===== config.mk =====
export PLATFORM = sky130hd
export DESIGN_NAME = clock_calendar_with_set_menu_core
export DESIGN_NICKNAME = d
export VERILOG_FILES = /design/src/rtl/ccsm_pkg.sv /design/src/rtl/clock_calendar_with_set_menu_core.sv /design/src/rtl/ccsm_disp.sv
export VERILOG_INCLUDE_DIRS = /design/src /design/src/rtl
export SDC_FILE = /design/constraint.sdc
export NUM_CORES = 1
export LEC_CHECK = 0
export BUFFER_PORTS_ARGS = -buffer_cell sky130_fd_sc_hd__buf_2
export CORE_UTILIZATION = 25
export DETAILED_ROUTE_END_ITERATION = 7
export SLEW_MARGIN = 5
export SYNTH_ARGS = -nofsm -noshare
export SYNTH_HDL_FRONTEND = slang
export SYNTH_SLANG_ARGS = --single-unit

===== constraint.sdc =====
create_clock -name i_clk -period 8.25 [get_ports i_clk]
set_clock_uncertainty 0.2 [all_clocks]
set_input_delay 1.65 -clock i_clk [delete_from_list [all_inputs] [get_ports i_clk]]
set_output_delay 1.65 -clock i_clk [all_outputs]
set_load 0.1 [all_outputs]

===== src/rtl/clock_calendar_with_set_menu_core_defines.svh =====
// ----------------------------------------------------------------------------
// clock calendar assertion macros
// shared assertion helpers for the clock calendar core, empty under SYNTH
// ----------------------------------------------------------------------------
`ifndef CLOCK_CALENDAR_WITH_SET_MENU_CORE_DEFINES_SVH
`define CLOCK_CALENDAR_WITH_SET_MENU_CORE_DEFINES_SVH

`ifndef SYNTH

// same-cycle implication
`define CCSM_ASSERT_NOW(label, clk, rst_n, ante, cons) \
    label: assert property (@(posedge clk) disable iff (!rst_n) (ante) |-> (cons)) \
        else $error("assertion failed");

// next-cycle implication
`define CCSM_ASSERT_NEXT(label, clk, rst_n, ante, cons) \
    label: assert property (@(posedge clk) disable iff (!rst_n) (ante) |=> (cons)) \
        else $error("assertion failed");

`else

`define CCSM_ASSERT_NOW(label, clk, rst_n, ante, cons)
`define CCSM_ASSERT_NEXT(label, clk, rst_n, ante, cons)

`endif

`endif


===== src/rtl/ccsm_pkg.sv =====
// ----------------------------------------------------------------------------
// ccsm_pkg
// types, constants and decode helpers for the clock calendar core
// ----------------------------------------------------------------------------
package ccsm_pkg;

    typedef enum logic [2:0] {
        MODE_TIME      = 3'd0,
        MODE_DATE      = 3'd1,
        MODE_AL0_START = 3'd2,
        MODE_AL0_END   = 3'd3,
        MODE_AL1_START = 3'd4,
        MODE_AL1_END   = 3'd5
    } t_mode;

    typedef struct packed {
        logic  valid;
        t_mode nxt;
    } t_move;

    typedef struct packed {
        logic [6:0] low_ones;
        logic [6:0] low_tens;
        logic [6:0] mid_ones;
        logic [6:0] mid_tens;
        logic [6:0] high_ones;
        logic [6:0] high_tens;
    } t_segs;

    localparam logic KIND_TICK   = 1'b0;
    localparam logic KIND_BUTTON = 1'b1;

    // button bit positions
    localparam int BTN_MIN_UP = 3;
    localparam int BTN_HR_UP  = 4;

    localparam logic [5:0] MIN_LAST   = 6'd59;
    localparam logic [4:0] HR_LAST    = 5'd23;
    localparam logic [4:0] DAY_LONG   = 5'd31;
    localparam logic [3:0] MONTH_HALF = 4'd7;
    localparam logic [3:0] MONTH_END  = 4'd13;
    localparam logic [6:0] YEAR_LAST  = 7'd99;
    localparam logic [6:0] YEAR_FIRST = 7'd97;

    localparam logic [5:0] AL_MIN_RST [4] = '{6'd10, 6'd12, 6'd14, 6'd16};
    localparam logic [4:0] AL_HR_RST  [4] = '{5'd11, 5'd13, 5'd15, 5'd17};

    // menu transition for key k from mode m
    function automatic t_move menu_next(input t_mode m, input logic [1:0] k);
        t_move r;
        r = '{valid: 1'b0, nxt: MODE_TIME};
        case (m)
            MODE_TIME, MODE_DATE: begin
                case (k)
                    2'd0: r = '{valid: 1'b1, nxt: (m == MODE_TIME) ? MODE_DATE : MODE_TIME};
                    2'd1: r = '{valid: 1'b1, nxt: MODE_AL0_START};
                    2'd2: r = '{valid: 1'b1, nxt: MODE_AL1_START};
                    default: r = '{valid: 1'b0, nxt: MODE_TIME};
                endcase
            end
            MODE_AL0_START: if (k == 2'd1) r = '{valid: 1'b1, nxt: MODE_AL0_END};
            MODE_AL0_END:   if (k == 2'd1) r = '{valid: 1'b1, nxt: MODE_TIME};
            MODE_AL1_START: if (k == 2'd2) r = '{valid: 1'b1, nxt: MODE_AL1_END};
            MODE_AL1_END:   if (k == 2'd2) r = '{valid: 1'b1, nxt: MODE_TIME};
            default: r = '{valid: 1'b0, nxt: MODE_TIME};
        endcase
        return r;
    endfunction

    // gfedcba pattern, dark above nine
    function automatic logic [6:0] seg_of(input logic [3:0] d);
        logic [6:0] s;
        case (d)
            4'd0: s = 7'h3F;
            4'd1: s = 7'h06;
            4'd2: s = 7'h5B;
            4'd3: s = 7'h4F;
            4'd4: s = 7'h66;
            4'd5: s = 7'h6D;
            4'd6: s = 7'h7D;
            4'd7: s = 7'h07;
            4'd8: s = 7'h7F;
            4'd9: s = 7'h6F;
            default: s = 7'h00;
        endcase
        return s;
    endfunction

endpackage


===== src/rtl/clock_calendar_with_set_menu_core.sv =====
// ----------------------------------------------------------------------------
// clock_calendar_with_set_menu_core
// time of day, solar calendar and a six-screen setting menu with display decode
// ----------------------------------------------------------------------------
// usage
//   input channel (i_in_valid / o_in_ready): one request per event, i_kind 0
//   is a one-second tick, i_kind 1 a button sample carrying i_buttons
//   output channel (o_out_valid / i_out_ready): one result per request, the
//   menu screen, the alarm flag and six seven-segment digits
//   the clock state is updated at the edge that accepts a request; the state
//   registers then feed the result register, loaded once the output side is free
//   throughput: one request per cycle while results are taken, set by the
//   single state register stage followed by the result register
//   a stalled receiver holds the result register; one more request may be
//   taken and parked in the state registers, then o_in_ready drops until the
//   result is taken
//   reset (synchronous, active low): 00:00:00, day 1 month 1 year 97, the four
//   alarm set points at their defaults, time screen, both channels empty
// ----------------------------------------------------------------------------
`include "clock_calendar_with_set_menu_core_defines.svh"

module clock_calendar_with_set_menu_core (
    input  logic       i_clk,
    input  logic       i_rst_n,
    input  logic       i_in_valid,
    output logic       o_in_ready,
    input  logic       i_kind,
    input  logic [4:0] i_buttons,
    output logic       o_out_valid,
    input  logic       i_out_ready,
    output logic [2:0] o_menu_mode,
    output logic       o_alarm_on,
    output logic [6:0] o_seg_low_ones,
    output logic [6:0] o_seg_low_tens,
    output logic [6:0] o_seg_mid_ones,
    output logic [6:0] o_seg_mid_tens,
    output logic [6:0] o_seg_high_ones,
    output logic [6:0] o_seg_high_tens
);
    import ccsm_pkg::*;

    // clock and calendar state
    logic [5:0] r_sec,   n_sec;
    logic [5:0] r_min,   n_min;
    logic [4:0] r_hour,  n_hour;
    logic [4:0] r_day,   n_day;
    logic [3:0] r_month, n_month;
    logic [6:0] r_year,  n_year;
    logic [5:0] r_al_min [4];
    logic [5:0] n_al_min [4];
    logic [4:0] r_al_hr  [4];
    logic [4:0] n_al_hr  [4];
    t_mode      r_mode,  n_mode;

    // handshake control
    logic r_pend;      // state holds a request not yet rendered
    logic r_out_valid;
    logic w_in_acc;
    logic w_load;      // result register takes the pending request

    // result register
    t_mode r_res_mode;
    logic  r_res_alarm;
    t_segs r_res_segs;

    // display path
    logic [6:0] w_hi, w_mid, w_lo;
    t_segs      w_segs;
    logic       w_alarm;
    logic [1:0] w_edit_idx;

    function automatic logic [5:0] bump_min(input logic [5:0] m);
        return (m >= MIN_LAST) ? 6'd0 : m + 6'd1;
    endfunction

    function automatic logic [4:0] bump_hr(input logic [4:0] h);
        return (h >= HR_LAST) ? 5'd0 : h + 5'd1;
    endfunction

    assign w_load     = r_pend && (!r_out_valid || i_out_ready);
    assign o_in_ready = !r_pend || w_load;
    assign w_in_acc   = i_in_valid && o_in_ready;

    // ------------------------------------------------------------------
    // state update for one request
    // ------------------------------------------------------------------
    always_comb begin
        t_move      mv;
        logic       moved;
        logic [1:0] eidx;
        n_sec    = r_sec;
        n_min    = r_min;
        n_hour   = r_hour;
        n_day    = r_day;
        n_month  = r_month;
        n_year   = r_year;
        n_al_min = r_al_min;
        n_al_hr  = r_al_hr;
        n_mode   = r_mode;
        moved    = 1'b0;
        mv       = '{valid: 1'b0, nxt: MODE_TIME};
        eidx     = 2'd0;
        if (w_in_acc) begin
            if (i_kind == KIND_TICK) begin
                // carry chain: seconds, minutes, hours, day, month, year
                n_sec = r_sec + 6'd1;
                if (n_sec >= 6'd60) begin
                    n_sec = 6'd0;
                    n_min = r_min + 6'd1;
                end
                if (n_min >= 6'd60) begin
                    n_min  = 6'd0;
                    n_hour = r_hour + 5'd1;
                end
                if (n_hour > HR_LAST) begin
                    n_hour = 5'd0;
                    n_day  = r_day + 5'd1;
                end
                // second half of the year has 30-day months
                if (n_day == DAY_LONG && n_month >= MONTH_HALF) begin
                    n_day   = 5'd1;
                    n_month = n_month + 4'd1;
                end
                // 31-day month wraps through zero
                if (n_day == 5'd0) begin
                    n_day   = 5'd1;
                    n_month = n_month + 4'd1;
                end
                if (n_month >= MONTH_END || n_month == 4'd0) begin
                    n_month = 4'd1;
                    n_year  = r_year + 7'd1;
                end
                if (n_year > YEAR_LAST) begin
                    n_year = YEAR_FIRST;
                end
            end else begin
                // first pressed menu key with a transition wins
                for (int k = 0; k < 3; k++) begin
                    mv = menu_next(r_mode, 2'(k));
                    if (!moved && i_buttons[k] && mv.valid) begin
                        n_mode = mv.nxt;
                        moved  = 1'b1;
                    end
                end
                case (n_mode)
                    MODE_TIME: begin
                        if (i_buttons[BTN_MIN_UP]) n_min  = bump_min(r_min);
                        if (i_buttons[BTN_HR_UP])  n_hour = bump_hr(r_hour);
                    end
                    MODE_AL0_START, MODE_AL0_END, MODE_AL1_START, MODE_AL1_END: begin
                        eidx = 2'(n_mode - MODE_AL0_START);
                        if (i_buttons[BTN_MIN_UP]) n_al_min[eidx] = bump_min(r_al_min[eidx]);
                        if (i_buttons[BTN_HR_UP])  n_al_hr[eidx]  = bump_hr(r_al_hr[eidx]);
                    end
                    default: begin
                        // date screen edits nothing
                    end
                endcase
            end
        end
    end

    always_ff @(posedge i_clk) begin
        if (!i_rst_n) begin
            r_sec    <= 6'd0;
            r_min    <= 6'd0;
            r_hour   <= 5'd0;
            r_day    <= 5'd1;
            r_month  <= 4'd1;
            r_year   <= YEAR_FIRST;
            r_al_min <= AL_MIN_RST;
            r_al_hr  <= AL_HR_RST;
            r_mode   <= MODE_TIME;
        end else begin
            r_sec    <= n_sec;
            r_min    <= n_min;
            r_hour   <= n_hour;
            r_day    <= n_day;
            r_month  <= n_month;
            r_year   <= n_year;
            r_al_min <= n_al_min;
            r_al_hr  <= n_al_hr;
            r_mode   <= n_mode;
        end
    end

    // ------------------------------------------------------------------
    // display selection from the updated state
    // ------------------------------------------------------------------
    assign w_edit_idx = 2'(r_mode - MODE_AL0_START);

    always_comb begin
        case (r_mode)
            MODE_DATE: begin
                w_hi  = r_year;
                w_mid = {3'd0, r_month};
                w_lo  = {2'd0, r_day};
            end
            MODE_AL0_START, MODE_AL0_END, MODE_AL1_START, MODE_AL1_END: begin
                w_hi  = {2'd0, r_al_hr[w_edit_idx]};
                w_mid = {1'b0, r_al_min[w_edit_idx]};
                w_lo  = 7'd0;
            end
            default: begin
                w_hi  = {2'd0, r_hour};
                w_mid = {1'b0, r_min};
                w_lo  = {1'b0, r_sec};
            end
        endcase
    end

    assign w_alarm = (r_hour == r_al_hr[0]) && (r_min == r_al_min[0]);

    ccsm_disp u_disp (
        .i_hi   (w_hi),
        .i_mid  (w_mid),
        .i_lo   (w_lo),
        .o_segs (w_segs)
    );

    // ------------------------------------------------------------------
    // handshake and result register
    // ------------------------------------------------------------------
    always_ff @(posedge i_clk) begin
        if (!i_rst_n) begin
            r_pend      <= 1'b0;
            r_out_valid <= 1'b0;
        end else begin
            if (w_in_acc) begin
                r_pend <= 1'b1;
            end else if (w_load) begin
                r_pend <= 1'b0;
            end
            if (w_load) begin
                r_out_valid <= 1'b1;
            end else if (i_out_ready) begin
                r_out_valid <= 1'b0;
            end
        end
    end

    always_ff @(posedge i_clk) begin
        if (w_load) begin
            r_res_mode  <= r_mode;
            r_res_alarm <= w_alarm;
            r_res_segs  <= w_segs;
        end
    end

    assign o_out_valid     = r_out_valid;
    assign o_menu_mode     = r_res_mode;
    assign o_alarm_on      = r_res_alarm;
    assign o_seg_low_ones  = r_res_segs.low_ones;
    assign o_seg_low_tens  = r_res_segs.low_tens;
    assign o_seg_mid_ones  = r_res_segs.mid_ones;
    assign o_seg_mid_tens  = r_res_segs.mid_tens;
    assign o_seg_high_ones = r_res_segs.high_ones;
    assign o_seg_high_tens = r_res_segs.high_tens;

    // ------------------------------------------------------------------
    // assertions
    // ------------------------------------------------------------------
    // an accepted request is always parked for rendering
    `CCSM_ASSERT_NEXT(a_acc_pend, i_clk, i_rst_n, w_in_acc, r_pend)
    // a rendered request always shows up at the output
    `CCSM_ASSERT_NEXT(a_load_out, i_clk, i_rst_n, w_load, o_out_valid)
    // counters stay inside their calendar ranges
    `CCSM_ASSERT_NOW(a_ranges, i_clk, i_rst_n, 1'b1,
        (r_sec < 6'd60) && (r_min < 6'd60) && (r_hour <= HR_LAST) && (r_day != 5'd0) &&
        (r_month != 4'd0) && (r_month < MONTH_END) && (r_year >= YEAR_FIRST) &&
        (r_year <= YEAR_LAST))

endmodule


===== src/rtl/ccsm_disp.sv =====
// ----------------------------------------------------------------------------
// ccsm_disp
// splits three shown values into decimal digits and seven-segment codes
// ----------------------------------------------------------------------------
module ccsm_disp (
    input  logic [6:0]     i_hi,
    input  logic [6:0]     i_mid,
    input  logic [6:0]     i_lo,
    output ccsm_pkg::t_segs o_segs
);
    import ccsm_pkg::*;

    // tens by reciprocal multiply (x*205 >> 11), exact for seven-bit values
    function automatic logic [7:0] split(input logic [6:0] v);
        logic [14:0] prod;
        logic [3:0]  tens;
        logic [6:0]  ones;
        prod = {8'd0, v} * 15'd205;
        tens = prod[14:11];
        ones = v - 7'({3'd0, tens} * 7'd10);
        return {tens, ones[3:0]};
    endfunction

    logic [7:0] w_hi;
    logic [7:0] w_mid;
    logic [7:0] w_lo;

    assign w_hi  = split(i_hi);
    assign w_mid = split(i_mid);
    assign w_lo  = split(i_lo);

    assign o_segs.low_ones  = seg_of(w_lo[3:0]);
    assign o_segs.low_tens  = seg_of(w_lo[7:4]);
    assign o_segs.mid_ones  = seg_of(w_mid[3:0]);
    assign o_segs.mid_tens  = seg_of(w_mid[7:4]);
    assign o_segs.high_ones = seg_of(w_hi[3:0]);
    assign o_segs.high_tens = seg_of(w_hi[7:4]);

endmodule

==> key figures <==
Synth
  – Syn Nets: 1316
  – Asr flop ratio synth: 0%
  – Cell Area, Synth: 0.0105 mm^2
  – Synth warnings: 0
  – Synthesized-area fraction occupied by and/or/nand/nor cells: 17.4%
  – FF+latch count, synth: 128
  – Largest family of logic cells by synthesized area: adder cells
  – Cell count after synthesis: 1160
  – Ranking of synthesized cells by area: dfxtp_1 16%, ha_1 15%, edfxtp_1 13%
  – Sequential element share of the synthesized area: 28.7%
  – Post-synthesis adder-cell area fraction: 19.0%
  – Synth cell types: 88
  – Compound-gate portion of the synthesized area: 17.8%
  – Syn avg cell area: 9.07 um^2
  – Main flop type after synthesis: dfxtp_1
  – Xor-xnor portion of the synthesized cell area: 3.54%
  – Area share of the largest cell type after synthesis: 15.6%
  – EDFF count, synth: 46
  – Mux share of post-synthesis cell area: 7.87%
  – Area leader, netlist: dfxtp_1

Finish
  – Leading cell type in the layout, fill and taps excluded: nand2_1
  – # fillers: 4312
  – Area Growth Syn to Fin: 12.9%
  – Final net count: 1343
  – Area occupied by multi-input gates: 0.00693 mm^2
  – Share of layout cells above drive strength 1: 12.7%
  – Commonest cells after routing, fill and taps aside: 133 x nand2_1, 123 x ha_1, 90 x inv_1, 82 x dfxtp_1, 77 x o21ai_0
  – Reg area: 0.00302 mm^2

Global route
  – GR peak layer: met2
  – Initial antenna violation count: 3
  – Met3 global-route usage: 2.68%
  – Largest net degree at the start of global routing: 85
  – Met2 track demand over resource: 19.4%
  – Vias in the first global route: 8215
  – GRT met1 Usage: 15.4%
  – GRT Residual Overflow: 0
  – First-pass GRT wire length: 41400 um
  – Tot GR Track Use: 11.8%

CTS
  – Clock buffer depth: 2
  – Clock slew at the register clock pins of the worst setup and hold paths: 60 ps
  – Clock Latency Late Sink: 430 ps
  – Number of CTS-inserted buffers: 17
  – Sink Count: 128
  – CTS H-tree lvls: 4
  – Root cell of the clock tree: clkbuf_16
  – CTS tree: yes
  – Post-CTS Setup Repair Bufs: 0

Run
  – Max cap viols: 0

Setup path
  – Worst r2r src: r_mode[2]
  – Reg2reg end: o_seg_high_ones[0]
  – Critical path arrival: 7390 ps
  – Reg2reg setup slack: 830 ps
  – Critical Path Sink Type: register
  – R2R cell count: 27
  – Critical-path maximum fanout: 17
  – Critical path type: reg2reg
  – Required @ worst endpoint: 8220 ps
  – Crit start category: register

Timing
  – RSZ-0062 raised after global routing: false
  – Slew of the pin with the lowest slew margin: 999 ps
  – Crit path time final: 7420 ps
  – Max Fclk: 135 MHz
  – Setup Viol. Count Final: 0
  – Setup TNS: 0 ps
  – Final Hold Fails: 0
  – Tcrit/Tclk final: 89.9%
  – Slew Limit Fails: 0
  – Slew headroom: 33.2%

Drt
  – DRC: 0
  – Per-cell routed wire length: 14.2 um
  – Via count: 8387
  – Iteration-0 DRC Markers: 703
  – First-pass detailed-route iteration total: 5
  – Vias per cell: 4.84
  – Total Wirelength: 24600 um
  – Final ANT Viol Nets: 0

Min path
  – Worst hold endpoint: r_al_hr[12]
  – Hold path startpoint: r_al_hr[12]
  – Worst hold stages: 2
  – HP Class: reg2reg

Placed design
  – Post-DP HPWL: 18200 um
  – IO buf count: 57
  – Global placer's final weighted congestion: 0.838

Die
  – Number of I/O pins: 58
  – # rows: 74
  – Die H: 207 um
  – Starting density of the core: 25.5%
  – Core area: 0.0412 mm^2
  – Die ar.: 0.0429 mm^2
  – Die width: 207 um

Power and ir drop
  – PwrDens: 154 mW/mm^2
  – Maximum VDD drop: 109 uV
  – Power, Total: 0.00184 W
  – Leakage: 5.16 nW

Status
  – Outcome: finished, final reports clean
critical path: stages (launching register included):
cell	delay, ps
dfxtp_1	540
inv_1	140
ha_1	290
buf_4	180
nor2_1	360
a22oi_1	130
nand2_1	200
ha_1	260
ha_1	270
inv_1	50
fa_1	490
fa_1	520
inv_1	50
ha_1	280
o211a_1	130
o21ai_0	70
o2bb2ai_1	160
o21ba_2	220
nand2b_1	130
a21oi_1	340
inv_1	210
fa_1	440
xor2_1	180
xnor2_1	150
xnor2_1	730
nor2_1	140
o21bai_1	200
o21ai_0	100
repair_timing:
item / in CTS / in global routing
endpoints found under the setup margin: 0 / 1
gates resized for setup: 0 / 1
hold buffers: 0 / 0
layer usage:
metal | wire length, um | part of all wire (%)
met5 | 34 | 0.14
met4 | 233 | 0.95
met3 | 1000 | 4.1
met2 | 11400 | 46
met1 | 11900 | 48
stage by stage:
stage / cells / util, % / cell area, um^2 / worst slack, ps / hold WS, ps
final: 1732 / 28.8 / 11900 / 830 / 302
after global routing: 1731 / 28.8 / 11900 / 95.4 / 328
after CTS: 1731 / 28.8 / 11900 / 607 / 302
after detailed placement: 1700 / 27.4 / 11300 / 633 / 289
after global placement: 1700 / 27.4 / 11300 / 804 / 284
after floorplan: 1160 / - / 10500 / 832 / 216
cell type report:
cell class,instances,area share [%]
antenna,1,0.0211
clock buffer,19,3.64
clock inverter,12,1.21
inverter,90,2.84
multi-input combinational,884,58.3
sequential,128,25.4
tap,532,5.60
timing repair buffer,66,2.97
cell usage after synthesis (5+ instances only):
cell type	count
nor4_1	7
mux4_2	11
fa_1	23
o31ai_1	7
or2_2	10
and3_1	6
a221o_1	5
nand2_1	133
and2_1	38
o211a_1	10
nor3b_1	10
o21a_1	10
xor2_1	9
clkbuf_1	42
edfxtp_1	46
mux2_2	12
o22ai_1	7
mux2i_1	39
nor2b_1	25
nor2_1	34
nand3b_1	7
a21boi_0	12
nand4_1	6
a21oi_1	39
nand3_1	28
xnor2_1	31
a22oi_1	8
nand2b_1	13
or3_1	10
a21o_1	10
a211oi_1	7
dfxtp_1	82
a31oi_1	7
a32oi_1	5
nor3_1	11
inv_1	90
buf_2	8
ha_1	123
o21ai_0	78
o211ai_1	19
worst max-delay path by stage:
stage	start	end	slack (ps)	cells after the start
after global routing	r_mode[2]	o_seg_high_ones[0]	100	27
after detailed placement	r_mode[2]	o_seg_low_ones[5]	630	31
after CTS	r_mode[2]	o_seg_low_ones[5]	610	31
after global placement	r_mode[2]	o_seg_low_ones[5]	800	31
final	r_mode[2]	o_seg_high_ones[0]	830	27
after floorplan	r_mode[1]	o_seg_low_ones[5]	830	32
cell families (layout without fill, tap and decap cells):
family / Yosys count / in the layout
AOI/OAI and AO/OA: 274 / 274
xor gates and xnor gates: 41 / 41
adders and majority gates: 146 / 146
buffers and inverters: 148 / 187
DFF: 128 / 128
muxes: 66 / 66
other: 0 / 1
and+or+nand+nor: 357 / 357
report_power, final:
part           internal, W  switching, W
Clock             0.000469      0.000287
Combinational     0.000124      0.000266
Sequential        0.000679    0.00000987
registers in the layout (all words and copies together) (netlist names):
register,cells
r_day,5
r_year,7
r_mode,3
o_menu_mode,3
o_seg_high_ones,7
r_month,4
r_al_hr,20
o_out_valid,1
o_seg_low_ones,7
o_seg_low_tens,7
r_pend,1
o_seg_high_tens,7
r_sec,6
o_seg_mid_tens,7
r_min,6
r_al_min,24
r_hour,5
o_alarm_on,1
o_seg_mid_ones,7
(Power assumes the default switching activity.)
